File: src/rdp_pkg.sv
// ----------------------------------------------------------------------------
// rdp_pkg
// Shared constants, types and command codes of the polyline simplifier.
// ----------------------------------------------------------------------------
`default_nettype none

package rdp_pkg;

  localparam int MAX_POINTS = 64;
  localparam int COORD_BITS = 16;

  localparam int IDX_W  = $clog2(MAX_POINTS);
  localparam int CNT_W  = $clog2(MAX_POINTS + 1);
  localparam int QDEPTH = MAX_POINTS - 1;
  localparam int QA_W   = (QDEPTH > 1) ? $clog2(QDEPTH) : 1;
  localparam int QC_W   = $clog2(QDEPTH + 1);
  localparam int ERR_W  = 2 * COORD_BITS + 2;
  localparam int NL_W   = 7;
  localparam int CFG_W  = ERR_W;
  localparam int DC_W   = $clog2(COORD_BITS);

  localparam logic CFG_ERR_LIMIT  = 1'b0;
  localparam logic CFG_NODE_LIMIT = 1'b1;
  localparam logic [NL_W-1:0] NODE_LIMIT_RESET = 7'd64;

  typedef struct packed {
    logic signed [COORD_BITS-1:0] x;
    logic signed [COORD_BITS-1:0] y;
    logic signed [COORD_BITS-1:0] z;
  } point_t;

  typedef struct packed {
    logic [IDX_W-1:0] a;
    logic [IDX_W-1:0] b;
    logic [IDX_W-1:0] split;
    logic [ERR_W-1:0] err;
  } qent_t;

  localparam logic [4:0] OP_IDLE     = 5'd0;
  localparam logic [4:0] OP_LOAD     = 5'd1;
  localparam logic [4:0] OP_START    = 5'd2;
  localparam logic [4:0] OP_SPAN1    = 5'd3;
  localparam logic [4:0] OP_SPAN2    = 5'd4;
  localparam logic [4:0] OP_RD_A     = 5'd5;
  localparam logic [4:0] OP_RD_B     = 5'd6;
  localparam logic [4:0] OP_LAT_B    = 5'd7;
  localparam logic [4:0] OP_DIV_INIT = 5'd8;
  localparam logic [4:0] OP_DIV_STEP = 5'd9;
  localparam logic [4:0] OP_SC_INIT  = 5'd10;
  localparam logic [4:0] OP_SC_RD    = 5'd11;
  localparam logic [4:0] OP_SC_SQ    = 5'd12;
  localparam logic [4:0] OP_SC_CMP   = 5'd13;
  localparam logic [4:0] OP_SC_WR    = 5'd14;
  localparam logic [4:0] OP_TOP_INIT = 5'd15;
  localparam logic [4:0] OP_T_RD     = 5'd16;
  localparam logic [4:0] OP_T_CMP    = 5'd17;
  localparam logic [4:0] OP_P_RL     = 5'd18;
  localparam logic [4:0] OP_P_WR     = 5'd19;
  localparam logic [4:0] OP_E_INIT   = 5'd20;
  localparam logic [4:0] OP_E_CHK    = 5'd21;
  localparam logic [4:0] OP_E_OUT    = 5'd22;
  localparam logic [4:0] OP_CLEAR    = 5'd23;

  typedef struct packed {
    logic [4:0] op;
    logic [1:0] coord;
  } cmd_t;

  typedef struct packed {
    logic accept_last;
    logic multi;
    logic div_last;
    logic has_int;
    logic sc_more;
    logic q_empty;
    logic t_more;
    logic t_go;
    logic push1;
    logic push2;
    logic e_done;
    logic e_mark;
    logic out_free;
  } stat_t;

  function automatic logic signed [COORD_BITS-1:0] pt_coord(point_t p, logic [1:0] c);
    case (c)
      2'd0:    pt_coord = p.x;
      2'd1:    pt_coord = p.y;
      default: pt_coord = p.z;
    endcase
  endfunction

endpackage

`default_nettype wire

File: src/rdp_ctrl.sv
// ----------------------------------------------------------------------------
// rdp_ctrl
// Sequencer for load, span scoring, queue refinement and emission.
// ----------------------------------------------------------------------------
`default_nettype none

module rdp_ctrl (
  input  wire logic          clk,
  input  wire logic          rst,
  input  wire rdp_pkg::stat_t st,
  output rdp_pkg::cmd_t      cmd
);

  localparam logic [4:0] S_LOAD     = 5'd0;
  localparam logic [4:0] S_START    = 5'd1;
  localparam logic [4:0] S_RD_A     = 5'd2;
  localparam logic [4:0] S_RD_B     = 5'd3;
  localparam logic [4:0] S_LAT_B    = 5'd4;
  localparam logic [4:0] S_DIV_INIT = 5'd5;
  localparam logic [4:0] S_DIV_STEP = 5'd6;
  localparam logic [4:0] S_SC_INIT  = 5'd7;
  localparam logic [4:0] S_SC_RD    = 5'd8;
  localparam logic [4:0] S_SC_SQ    = 5'd9;
  localparam logic [4:0] S_SC_CMP   = 5'd10;
  localparam logic [4:0] S_SC_WR    = 5'd11;
  localparam logic [4:0] S_PUSH1    = 5'd12;
  localparam logic [4:0] S_PUSH2    = 5'd13;
  localparam logic [4:0] S_TOP_INIT = 5'd14;
  localparam logic [4:0] S_T_RD     = 5'd15;
  localparam logic [4:0] S_T_CMP    = 5'd16;
  localparam logic [4:0] S_T_DEC    = 5'd17;
  localparam logic [4:0] S_P_RL     = 5'd18;
  localparam logic [4:0] S_P_WR     = 5'd19;
  localparam logic [4:0] S_E_INIT   = 5'd20;
  localparam logic [4:0] S_E_CHK    = 5'd21;
  localparam logic [4:0] S_E_OUT    = 5'd22;
  localparam logic [4:0] S_CLEAR    = 5'd23;

  localparam logic [1:0] PH_FIRST = 2'd0;
  localparam logic [1:0] PH_LEFT  = 2'd1;
  localparam logic [1:0] PH_RIGHT = 2'd2;

  logic [4:0] state, state_next;
  logic [1:0] phase, phase_next;
  logic [1:0] coord, coord_next;

  always_ff @(posedge clk) begin
    if (rst) begin
      state <= S_LOAD;
      phase <= PH_FIRST;
      coord <= 2'd0;
    end else begin
      state <= state_next;
      phase <= phase_next;
      coord <= coord_next;
    end
  end

  always_comb begin
    state_next = state;
    phase_next = phase;
    coord_next = coord;
    cmd.op     = rdp_pkg::OP_IDLE;
    cmd.coord  = coord;
    case (state)
      S_LOAD: begin
        cmd.op = rdp_pkg::OP_LOAD;
        if (st.accept_last) state_next = S_START;
      end
      S_START: begin
        cmd.op     = rdp_pkg::OP_START;
        phase_next = PH_FIRST;
        state_next = st.multi ? S_RD_A : S_E_INIT;
      end
      S_RD_A: begin
        cmd.op     = rdp_pkg::OP_RD_A;
        state_next = S_RD_B;
      end
      S_RD_B: begin
        cmd.op     = rdp_pkg::OP_RD_B;
        state_next = S_LAT_B;
      end
      S_LAT_B: begin
        cmd.op     = rdp_pkg::OP_LAT_B;
        coord_next = 2'd0;
        state_next = S_DIV_INIT;
      end
      S_DIV_INIT: begin
        cmd.op     = rdp_pkg::OP_DIV_INIT;
        state_next = S_DIV_STEP;
      end
      S_DIV_STEP: begin
        cmd.op = rdp_pkg::OP_DIV_STEP;
        if (st.div_last) begin
          if (coord == 2'd2) begin
            state_next = S_SC_INIT;
          end else begin
            coord_next = coord + 2'd1;
            state_next = S_DIV_INIT;
          end
        end
      end
      S_SC_INIT: begin
        cmd.op     = rdp_pkg::OP_SC_INIT;
        state_next = st.has_int ? S_SC_RD : S_SC_WR;
      end
      S_SC_RD: begin
        cmd.op     = rdp_pkg::OP_SC_RD;
        coord_next = 2'd0;
        state_next = S_SC_SQ;
      end
      S_SC_SQ: begin
        cmd.op = rdp_pkg::OP_SC_SQ;
        if (coord == 2'd2) begin
          state_next = S_SC_CMP;
        end else begin
          coord_next = coord + 2'd1;
        end
      end
      S_SC_CMP: begin
        cmd.op     = rdp_pkg::OP_SC_CMP;
        state_next = st.sc_more ? S_SC_RD : S_SC_WR;
      end
      S_SC_WR: begin
        cmd.op     = rdp_pkg::OP_SC_WR;
        state_next = (phase == PH_LEFT) ? S_PUSH2 : S_TOP_INIT;
      end
      S_TOP_INIT: begin
        cmd.op     = rdp_pkg::OP_TOP_INIT;
        state_next = st.q_empty ? S_T_DEC : S_T_RD;
      end
      S_T_RD: begin
        cmd.op     = rdp_pkg::OP_T_RD;
        state_next = S_T_CMP;
      end
      S_T_CMP: begin
        cmd.op     = rdp_pkg::OP_T_CMP;
        state_next = st.t_more ? S_T_RD : S_T_DEC;
      end
      S_T_DEC: begin
        state_next = st.t_go ? S_P_RL : S_E_INIT;
      end
      S_P_RL: begin
        cmd.op     = rdp_pkg::OP_P_RL;
        state_next = S_P_WR;
      end
      S_P_WR: begin
        cmd.op     = rdp_pkg::OP_P_WR;
        state_next = S_PUSH1;
      end
      S_PUSH1: begin
        if (st.push1) begin
          cmd.op     = rdp_pkg::OP_SPAN1;
          phase_next = PH_LEFT;
          state_next = S_RD_A;
        end else begin
          state_next = S_PUSH2;
        end
      end
      S_PUSH2: begin
        if (st.push2) begin
          cmd.op     = rdp_pkg::OP_SPAN2;
          phase_next = PH_RIGHT;
          state_next = S_RD_A;
        end else begin
          state_next = S_TOP_INIT;
        end
      end
      S_E_INIT: begin
        cmd.op     = rdp_pkg::OP_E_INIT;
        state_next = S_E_CHK;
      end
      S_E_CHK: begin
        cmd.op = rdp_pkg::OP_E_CHK;
        if (st.e_done) state_next = S_CLEAR;
        else if (st.e_mark) state_next = S_E_OUT;
      end
      S_E_OUT: begin
        cmd.op = rdp_pkg::OP_E_OUT;
        if (st.out_free) state_next = S_E_CHK;
      end
      S_CLEAR: begin
        cmd.op     = rdp_pkg::OP_CLEAR;
        state_next = S_LOAD;
      end
      default: state_next = S_LOAD;
    endcase
  end

endmodule

`default_nettype wire

File: config.mk
export PLATFORM = sky130hd
export DESIGN_NAME = rdp_ctrl
export DESIGN_NICKNAME = d
export VERILOG_FILES = /design/src/rdp_pkg.sv /design/src/rdp_ctrl.sv
export SDC_FILE = /design/constraint.sdc
export NUM_CORES = 1
export LEC_CHECK = 0
export BUFFER_PORTS_ARGS = -buffer_cell sky130_fd_sc_hd__buf_2
export CAP_MARGIN = 0
export CORE_UTILIZATION = 45
export DETAILED_ROUTE_END_ITERATION = 6
export GPL_ROUTABILITY_DRIVEN = 0
export PLACE_DENSITY = 0.67
export SETUP_SLACK_MARGIN = 0.15
export SKIP_CTS_REPAIR_TIMING = 1
export SYNTH_ARGS = -nofsm -noshare
export SYNTH_HDL_FRONTEND = slang
export SYNTH_SLANG_ARGS = --single-unit
File: constraint.sdc
create_clock -name clk -period 3.99 [get_ports clk]
set_input_delay 0.399 -clock clk [delete_from_list [all_inputs] [get_ports clk]]
set_output_delay 0.399 -clock clk [all_outputs]
set_load 0.02 [all_outputs]
Word level (Yosys, flattened, before mapping)
Cells that the tools add are included.
{ "totals": {"regBits": 9, "latchBits": 0, "ramBits": 0, "mem_bits_ro": 0, "inputBits": 15, "out_inout_bits": 7, "elab_cells": 69, "n_memories": 0} }
{ "op_classes": {"n_addsub": 1, "mul": 0, "div_mod_pow": 0, "n_lt_le_gt_ge": 0, "n_eq_ne": 32, "n_shift": 0, "mux": 26, "bitwise_logic": 0, "reduce_logical": 7} }
{ "op_table": {"columns": ["cell", "n"], "rows": [
  ["$pmux W5 S23", 2],
  ["$mux W5", 9],
  ["$eq A5 B4 Y1 const B", 8],
  ["$eq A5 B5 Y1 const B", 8],
  ["$eq A5 B3 Y1 const B", 4],
  ["$mux W2", 9],
  ["$ne A2 B2 Y1 const B", 6],
  ["$pmux W2 S3", 2],
  ["$eq A5 B2 Y1 const B", 2],
  ["$mux W4", 2],
  ["$mux W3", 2],
  ["$reduce_bool A3 Y1", 2],
  ["$eq A5 B1 Y1 const B", 1],
  ["$logic_not A5 Y1", 1],
  ["$reduce_and A5 Y1", 1],
  ["$ne A3 B3 Y1 const B", 1],
  ["$reduce_and A3 Y1", 1],
  ["$add A2 B1 Y2 const B", 1],
  ["$eq A2 B1 Y1 const B", 1],
  ["$eq A2 B2 Y1 const B", 1],
  ["$reduce_and A2 Y1", 1],
  ["$reduce_or A2 Y1", 1]
]} }

Depth between registers and ports, before layout
Gate-level depths: netlist of the first run.
{ "logic_depth": {"word_depth": 4, "ltp_mapped": 6, "mapped_depth_nobuf": 6} }

Worst setup path before layout of the first run
OpenSTA, ideal clock, no wires.
{ "synth_timing": {"path_kind": "register -> output", "from": "reg state[4]", "to": "out cmd[2] (netlist name)", "arrival_time_ns": 1.544, "t_required_ns": 3.591, "slack_ns": 2.047, "path_stages_with_launch": 6, "n_path_buf": 3, "cell_sequence": "dfxtp_1 > buf_6 > buf_2 > buf_2 > o21ai_0 > a222oi_1"} }
{ "synth_rtl": {"columns": ["item", "line", "source"], "rows": [
  ["start, declared", "rdp_ctrl.sv:43", "logic [4:0] state, state_next;"],
  ["start signal, assigned", "rdp_ctrl.sv:53", "state <= state_next;"],
  ["end, declared", "rdp_ctrl.sv:11", "output rdp_pkg::cmd_t cmd"]
]} }

==> metrics.md, run 1 <==
| Metric | Value |
|---|---|
| Area leader, netlist | dfxtp_1 |
| # clock sinks | 9 |
| Starting Density | 0.4995 |
| CP endpoint kind | output port |
| Layout fillers | 250 |
| Combinational Power Share | 0.588 |
| Gr usage total | 0.2351 |
| Max-cap violations | 0 |
| Ys flop type | dfxtp_1 |
| Synth unique cells | 55 |
| Fmax | 376.8 MHz |
| Die height | 52.50 um |
| Total leakage power | 0.4480 nW |
| Multi-input gate area | 845.8 sq um |
| WL final | 2943 um |
| Pre-Repair DR Iteration Count | 4 |
| Yosys warnings | 0 |
| Buffers on Ports | 21 |
| Final nets | 179 |
| Yosys top cell area share | 0.1570 |
| Sequential Power Share | 0.323 |
| Arr. time, crit path | 2.25 ns |
| CP Class | register to output port |
| Status | finished clean |
| WL/cell | 15.49 um |
| RSZ-0062 raised after global routing | no |
| Syn avg cell area | 7.548 sq um |
| Vias in the first global route | 1050 |
| Total power | 0.8198 mW |
| ANT cells | 0 |
| Setup TNS Final | 0 ns |
| Later-pin clock latency in the skew report | 0.26 ns |
| Pin count of the biggest net entering global routing | 31 |
| Post-Syn Area | 1147 sq um |
| Top cells by area, synth | dfxtp_1, nand2b_1, a21oi_1 |
| Post-Syn Instances | 152 |
| First-pass GRT wire length | 4767 um |
| FF+latch area | 180.2 sq um |
| GRT Residual Overflow | 0 |
| Worst-Margin Slew | 1.037 ns |
| Std cell rows | 17 |
| Area grow syn2layout | 5.562% |
| Final setup violation count | 0 |
| Synth Net Count | 168 |
| Initial antenna violation count | 0 |
| Commonest cells in the netlist | nor2_1, a21oi_1, nand2b_1, dfxtp_1, o21ai_0 |
| Core Util, Final | 0.5272 |
| Critical path peak fanout | 30 |
| DIE AREA | 2756 sq um |
| P_sw | 0.4375 mW |
| I/O pin cnt | 22 |
| DRT antenna net count | 0 |
| First-iteration detailed-routing DRC count | 46 |
| Max transition margin | 0.3075 |
| Largest buffer count on any clock path | 2 |
| Vias per std cell | 6.179 |
| Root buf cell | clkbuf_4 |
| DIE WIDTH | 52.50 um |
| Share of cells above drive strength 1 | 0.1975 |
| CP Data Required Time | 3.59 ns |
| CTS tree | done |
| # DRC | 0 |
| Core region area | 2297 sq um |
| Final worst path period share | 0.6651 |
| Cell area power density | 676.9 nW/um^2 |
| Final Hold Viols | 0 |
| Flop-to-flop setup slack | 1.71 ns |
| P_int | 0.3823 mW |
| Clock skew | 0.001899 ns |
| Seq/Total Area, Yosys | 0.1570 |
| DP Wirelength | 2112 um |
| Asr flop ratio synth | 0 |
| Hold Path Class | input port to register |
| Number of synthesized flops with an enable pin | 0 |
| CP startpoint kind | register |
| TritonCTS Buffers | 3 |
| Final Max Tran Viols | 0 |
| Reg clk slew, reported paths | 0.06 ns |
| Max H-tree Level | 1 |
| Clock share of power | 0.090 |
| Minimum clock period | 2.654 ns |
| Most frequent cell after synthesis | nor2_1 |
| Worst IR Drop VDD | 354.7 uV |
| Synthesis-stage register bit count | 9 |
| Sw Share | 0.5337 |
| DR vias | 1174 |
-- layer usage --
layer	part of all wire	vias up	GRT usage
met5	0	-	0
met4	0.0099	0	0.07895
met3	0.077	4	0.03478
met2	0.45	45	0.3819
met1	0.46	537	0.3136
li1	-	588	-
-- sequential cells by signal, summed over array words and instances, names as in the netlist --
name,cells
phase,2
coord,2
state,5
-- power by group through the flow --
stage                     combinational (mW)  clock [mW]  sequential, mW
after floorplan                        0.528           0           0.136
after global placement                 0.471           0           0.257
after detailed placement               0.478           0           0.263
after CTS                              0.481      0.0774           0.261
after global routing                   0.528      0.0832           0.276
final                                  0.482      0.0736           0.264
-- layout make-up --
cell class | instances | share of cell area
sequential | 9 | 0.1488
multi-input combinational | 123 | 0.6983
inverter | 5 | 0.01550
clock buffer | 4 | 0.02169
timing repair buffer | 21 | 0.08678
tap | 28 | 0.02893
-- worst paths after layout --
path | from | end | cells after the start
max | state[1]$_SDFFE_PP0P_ | cmd[3] | 4
min | rst | state[3]$_SDFFE_PP0P_ | 2
max reg2reg | state[2]$_SDFFE_PP0P_ | state[1]$_SDFFE_PP0P_ | 4
min reg2reg | phase[0]$_SDFFE_PP0P_ | phase[0]$_SDFFE_PP0P_ | 2
-- worst max-delay path: stages (launching register included) --
cell	delay (ns)
dfxtp_1	1.01
nand2_2	0.27
o221a_1	0.34
o32ai_1	0.14
buf_2	0.22
-- cell usage in the layout (no fill, tap or decap), types with 7 or more instances in the layout --
| cell type | n |
|---|---|
| a21oi_1 | 12 |
| dfxtp_1 | 9 |
| o21ai_0 | 8 |
| buf_2 | 21 |
| nor2_1 | 14 |
| nand2_1 | 7 |
| nand2b_1 | 11 |
| nor2b_1 | 7 |
-- per-stage QoR --
step | worst slack (ns) | std cells | hold slack, ns | instance area, sq um
after floorplan | 2.047 | 152 | 0.4395 | 1147
after global placement | 1.763 | 186 | 0.4520 | 1185
after detailed placement | 1.668 | 186 | 0.4659 | 1185
after CTS | 1.365 | 190 | 0.4216 | 1211
after global routing | 1.166 | 190 | 0.4309 | 1211
final | 1.336 | 190 | 0.4340 | 1211
-- cells by family (layout without fill, tap and decap cells) --
group / after synthesis / count (layout) / synth area share
buf+inv: 20 / 30 / 0.1058
xor+xnor: 1 / 1 / 0.007635
fa+ha+maj: 1 / 1 / 0.01090
simple gates: 62 / 62 / 0.3141
flops: 9 / 9 / 0.1570
compound gates: 54 / 54 / 0.3588
mux: 5 / 5 / 0.04580
Note: power is estimated with default switching activity, not from simulation.
==> run 2: changes to the inputs <==
clock period = 2.6 ns   (was 3.99 ns; I/O delays follow)
==> run 2 against run 1 <==
Compared with the run above: setup slack got worse by 1.1 ns; via count up 3.4%; sequential power up 29%; clock skew increased by 0.0032 ns; clock-buffer cell count unchanged; total power rose by 59%; clock power up 54%; first-iteration DRC count unchanged; sequential share of layout area shrank 0.45 points.
==> metrics.md, run 2 (same netlist as run 1, synthesis figures left out) <==
| Metric | Value |
|---|---|
| WL/cell | 15.38 um (-0.68%) |
| P_int | 0.6154 mW (+61%) |
| Fmax | 431.7 MHz |
| Max H-tree Level | 1 (unchanged) |
| DR vias | 1214 (+3.4%) |
| DIE WIDTH | 52.50 um (unchanged) |
| Std cell rows | 17 (unchanged) |
| Pre-Repair DR Iteration Count | 4 (unchanged) |
| Later-pin clock latency in the skew report | 0.26 ns (about the same) |
| Total leakage power | 0.4744 nW (+5.9%) |
| Final worst path period share | 0.8910 |
| DP Wirelength | 2184 um (+3.4%) |
| Critical path peak fanout | 19 (-37%) |
| Flop-to-flop setup slack | 0.60 ns (-1.11 ns) |
| Largest buffer count on any clock path | 2 (unchanged) |
| Sequential Power Share | 0.261 (-0.062) |
| Die height | 52.50 um (unchanged) |
| Core region area | 2297 sq um (unchanged) |
| Multi-input gate area | 845.8 sq um (unchanged) |
| DRT antenna net count | 0 (unchanged) |
| Worst IR Drop VDD | 593.9 uV (+67%) |
| Met2 Resource Use GR | 0.3671 (-0.01477) |
| FF+latch area | 180.2 sq um (unchanged) |
| Status | finished clean |
| Final Max Tran Viols | 0 (unchanged) |
| Initial antenna violation count | 0 (unchanged) |
| Reg clk slew, reported paths | 0.07 ns (about the same) |
| CP Data Required Time | 2.34 ns (-1.25 ns) |
| Layout fillers | 244 (-2.4%) |
| Most frequent cells in the layout | buf_2, nor2_1, a21oi_1, nand2b_1, dfxtp_1 |
| Min-delay src | rst |
| Minimum clock period | 2.317 ns |
| # DRC | 0 (unchanged) |
| Clock skew | 0.005072 ns (+0.003173 ns) |
| Vias per std cell | 6.226 (+0.76%) |
| DIE AREA | 2756 sq um (unchanged) |
| Reg2reg start | state[1]$_SDFFE_PP0P_ |
| CP Class | register to output port |
| Max-cap violations | 0 (unchanged) |
| First-pass GRT wire length | 4843 um (+1.6%) |
| Setup TNS Final | 0 ns (unchanged) |
| Final instance area | 1249 sq um (+3.1%) |
| DP Area | 1222 sq um (+3.2%) |
| TritonCTS Buffers | 3 (unchanged) |
| # clock sinks | 9 (unchanged) |
| Max transition margin | 0.4553 (+0.1477) |
| ANT cells | 0 (unchanged) |
| First-iteration detailed-routing DRC count | 46 (unchanged) |
| GRT met3 Usage | 0.03478 (unchanged) |
| Clock share of power | 0.087 (-0.003) |
| Largest Register | state |
| Final Hold Viols | 0 (unchanged) |
| CTS tree | done |
| Total power | 1.301 mW (+59%) |
| Final setup violation count | 0 (unchanged) |
| GRT Residual Overflow | 0 (unchanged) |
| WL final | 3000 um (+1.9%) |
| Reg2reg end | state[0]$_SDFFE_PP0P_ |
| Gr usage total | 0.2388 (+0.003635) |
| Area grow syn2layout | 8.833% |
| Root buf cell | clkbuf_4 |
| RSZ-0062 raised after global routing | no |
| Worst Hold Path Cells | 2 (unchanged) |
| Arr. time, crit path | 2.06 ns (-0.19 ns) |
| Starting Density | 0.4995 (unchanged) |
| Hold Path End | phase[0]$_SDFFE_PP0P_ |
| Cell area power density | 1042 nW/um^2 (+54%) |
| Hold Path Class | input port to register |
| Number of flip-flops in the largest register | 5 (unchanged) |
| CP startpoint kind | register |
| P_sw | 0.6854 mW (+57%) |
| Vias in the first global route | 1033 (-1.6%) |
| I/O pin cnt | 22 (unchanged) |
| CP endpoint kind | output port |
| Biggest regs | state: 5 flops, coord: 2 flops, phase: 2 flops |
| Share of cells above drive strength 1 | 0.2216 (+0.02403) |
| Worst-Margin Slew | 0.8160 ns (-0.2213 ns) |
| Global route hottest layer | met2 |
| Buffers on Ports | 21 (unchanged) |
| Commonest non-fill, non-tap cell in the layout | buf_2 |
| Met1 GRT Util | 0.3374 (+0.02378) |
| Sw Share | 0.5269 (-0.006799) |
| Combinational Power Share | 0.652 (+0.064) |
| R2R cell count | 5 (+1) |
| Final nets | 184 (+2.8%) |
| Pin count of the biggest net entering global routing | 24 (-23%) |
run 2: cell count changes in the layout (fill, tap and decap cells not counted), sizes merged:
cell | previous run | this run
buf | 21 | 26
run 2: critical path: stages (launching register included):
cell     delay, ns
dfxtp_1       0.78
buf_4         0.29
nor2_1        0.08
mux2i_1       0.17
o221a_1       0.20
o32ai_1       0.08
buf_2         0.20
run 2: how the worst max path moves through the flow:
stage | from | to | slack [ns]
global route | state[0]$_SDFFE_PP0P_ | cmd[3] | 0.17
finish | state[0]$_SDFFE_PP0P_ | cmd[3] | 0.28
global placement | state[0]$_SDFFE_PP0P_ | cmd[3] | 0.63
CTS | state[0]$_SDFFE_PP0P_ | cmd[3] | 0.30
detailed placement | state[0]$_SDFFE_PP0P_ | cmd[3] | 0.62
floorplan | state[4]$_SDFFE_PP0P_ | cmd[2] | 0.80
run 2: layer usage:
metal / part of all wire / routed length (um)
met4: 0.0073 / 22
met5: 0 / 0
met2: 0.46 / 1367
met1: 0.45 / 1343
met3: 0.089 / 267
run 2: through the flow:
| step | utilization | instances | hold slack, ns | worst slack [ns] |
|---|---|---|---|---|
| global placement | 0.5321 | 191 | 0.4561 | 0.6251 |
| detailed placement | 0.5321 | 191 | 0.4656 | 0.6158 |
| finish | 0.5436 | 195 | 0.2887 | 0.2835 |
| global route | 0.5436 | 195 | 0.2974 | 0.1670 |
| floorplan | - | 152 | 0.4240 | 0.7957 |
| CTS | 0.5436 | 195 | 0.2834 | 0.2980 |
run 2: power groups by stage:
| stage | sequential (mW) | combinational, mW | clock, mW |
|---|---|---|---|
| 2_1_floorplan | 0.208 | 0.811 | 0 |
| 3_3_place_gp | 0.330 | 0.826 | 0 |
| 3_5_place_dp | 0.335 | 0.837 | 0 |
| 4_1_cts | 0.332 | 0.844 | 0.119 |
| 5_1_grt | 0.351 | 0.934 | 0.126 |
| 6_report | 0.340 | 0.848 | 0.113 |
run 2: layout make-up:
| cell class | count | share of cell area |
|---|---|---|
| clock buffers | 4 | 0.02104 |
| inverters | 5 | 0.01503 |
| multi-input cells | 123 | 0.6774 |
| flip-flops and latches | 9 | 0.1443 |
| well taps | 28 | 0.02806 |
| repair buffers | 26 | 0.1142 |
==> run 3: changes to the inputs <==
BUFFER_PORTS_ARGS = -buffer_cell sky130_fd_sc_hd__clkbuf_2   (was -buffer_cell sky130_fd_sc_hd__buf_2)
==> run 3 against run 2 <==
Compared with the run above: cell area fell by 0.60%; global-route usage is 0.39 points higher; critical path depth decreased by 2; first-iteration DRC count is 2.2% higher; flip-flop and latch count is the same; clock-buffer cell count is the same; sequential share of layout area increased by 0.087 points; core utilization decreased by 0.33 points; clock skew up 0.0013 ns; critical endpoint unchanged; highest routed layer unchanged.
==> metrics.md, run 3 (same netlist as run 1, synthesis figures left out) <==
| Metric | Value |
|---|---|
| CP Data Required Time | 2.34 ns (about the same) |
| Reg clk slew, reported paths | 0.07 ns (about the same) |
| Flop-to-flop setup slack | 0.54 ns (-0.06 ns) |
| Final Hold Viols | 0 (unchanged) |
| Initial antenna violation count | 0 (unchanged) |
| # clock sinks | 9 (unchanged) |
| End point of the critical path | cmd[3] |
| Die height | 52.50 um (unchanged) |
| Starting Density | 0.4995 (unchanged) |
| Root buf cell | clkbuf_4 |
| DIE AREA | 2756 sq um (unchanged) |
| Status | finished clean |
| R2R cell count | 4 (-1) |
| Final setup violation count | 0 (unchanged) |
| Max transition margin | 0.4584 (+0.003182) |
| CTS tree | done |
| I/O pin cnt | 22 (unchanged) |
| Final Max Tran Viols | 0 (unchanged) |
| Vias in the first global route | 1118 (+8.2%) |
| Critical path's top delay family | flip-flops |
| ANT cells | 0 (unchanged) |
| Largest Register | state |
| Hold Path Class | input port to register |
| DRT antenna net count | 0 (unchanged) |
| Minimum clock period | 2.307 ns (-0.009422 ns) |
| Share of cells above drive strength 1 | 0.2169 (-0.004689) |
| CP Class | register to output port |
| Clock skew | 0.006391 ns (+0.001319 ns) |
| Total power | 1.290 mW (-0.84%) |
| Reg2reg end | coord[1]$_SDFFE_PP0P_ |
| DR vias | 1199 (-1.2%) |
| Pre-Repair DR Iteration Count | 4 (unchanged) |
| Most frequent cells in the layout | clkbuf_2, nor2_1, a21oi_1, nand2b_1, dfxtp_1 |
| Worst-Margin Slew | 0.8112 ns (-0.004765 ns) |
| Cell area power density | 1039 nW/um^2 (-0.24%) |
| Minimum hold slack | 0.2887 ns (-0.000009000 ns) |
| Std cell rows | 17 (unchanged) |
| Setup TNS Final | 0 ns (unchanged) |
| WL final | 2932 um (-2.3%) |
| Area grow syn2layout | 8.179% |
| Final nets | 183 (-0.54%) |
| WL/cell | 15.11 um (-1.8%) |
| Fmax | 433.4 MHz (+0.41%) |
| GRT Residual Overflow | 0 (unchanged) |
| Max-cap violations | 0 (unchanged) |
| Vias per std cell | 6.180 (-0.73%) |
| CP max stage cell | dfxtp_1 |
| Largest buffer count on any clock path | 2 (unchanged) |
| CP startpoint kind | register |
| # DRC | 0 (unchanged) |
| Crit path launch | state[1]$_SDFFE_PP0P_ |
| Crit path buffers/inverters | 1 (-1) |
| Worst path cell trace | nand2_2 -> o221a_1 -> o32ai_1 -> clkbuf_2 |
| CP endpoint kind | output port |
| Core region area | 2297 sq um (unchanged) |
| Commonest non-fill, non-tap cell in the layout | clkbuf_2 |
| Pin count of the biggest net entering global routing | 24 (unchanged) |
| Slowest stage delay, CP | 0.85 ns (+0.07 ns) |
| First-iteration detailed-routing DRC count | 47 (+2.2%) |
| Number of flip-flops in the largest register | 5 (unchanged) |
| Critical Path Stages | 4 (-2) |
| Biggest regs | state: 5 flops, coord: 2 flops, phase: 2 flops |
| Total leakage power | 0.4688 nW (-1.2%) |
| Reg2reg start | state[2]$_SDFFE_PP0P_ |
| Arr. time, crit path | 2.05 ns (about the same) |
| First-pass GRT wire length | 4892 um (+1.0%) |
| Critical path peak fanout | 23 (+4) |
| TritonCTS Buffers | 3 (unchanged) |
| Worst IR Drop VDD | 571.6 uV (-3.8%) |
| Max H-tree Level | 1 (unchanged) |
| Gr usage total | 0.2426 (+0.003890) |
| Later-pin clock latency in the skew report | 0.27 ns (about the same) |
| Buffers on Ports | 21 (unchanged) |
| DIE WIDTH | 52.50 um (unchanged) |
| Final worst path period share | 0.8873 (-0.003624) |
| DP Wirelength | 2137 um (-2.1%) |
| RSZ-0062 raised after global routing | no |
## run 3: worst min-delay path by stage
stage,cells after the start,end,start,slack (ns)
5_1_grt,2,state[2]$_SDFFE_PP0P_,rst,0.31
6_report,2,state[2]$_SDFFE_PP0P_,rst,0.29
3_5_place_dp,2,phase[0]$_SDFFE_PP0P_,phase[0]$_SDFFE_PP0P_,0.46
4_1_cts,2,state[2]$_SDFFE_PP0P_,rst,0.28
2_1_floorplan,2,phase[0]$_SDFFE_PP0P_,st[4],0.42
3_3_place_gp,2,phase[0]$_SDFFE_PP0P_,phase[0]$_SDFFE_PP0P_,0.45
## run 3: layout make-up
| class | count | area [sq um] |
|---|---|---|
| well taps | 28 | 35.03 |
| repair buffers | 25 | 135.1 |
| multi-input cells | 123 | 845.8 |
| clock buffers | 4 | 26.28 |
| fillers | 239 | 1056 |
| flip-flops and latches | 9 | 180.2 |
| inverters | 5 | 18.77 |
## run 3: where the power goes
part	total (mW)	switching (mW)	internal (mW)
logic	0.826	0.450	0.376
clock network	0.116	0.0566	0.0595
registers	0.348	0.172	0.176
## run 3: worst register-to-register path, delay by kind of cell, from the launching register on
kind | cells | cell delay, ns
flops | 1 | 0.76
compound gates | 2 | 0.53
simple gates | 1 | 0.33
mux | 1 | 0.33
## run 3: layer usage
metal  vias to the layer above  global-route usage  share of wire
met5                         -                   0              0
met4                         0              0.1404          0.031
met3                         9             0.02609          0.070
met2                        51              0.4030           0.45
met1                       542              0.2986           0.45
li1                        597                   -              -
## run 3: per-stage QoR
stage / std cells / setup WS, ns / instance area (sq um) / utilization
after floorplan: 152 / 0.7957 / 1147 / -
after global placement: 190 / 0.6147 / 1215 / 0.5289
after detailed placement: 190 / 0.5805 / 1215 / 0.5289
after CTS: 194 / 0.2949 / 1241 / 0.5403
after global routing: 194 / 0.1612 / 1241 / 0.5403
final: 194 / 0.2929 / 1241 / 0.5403
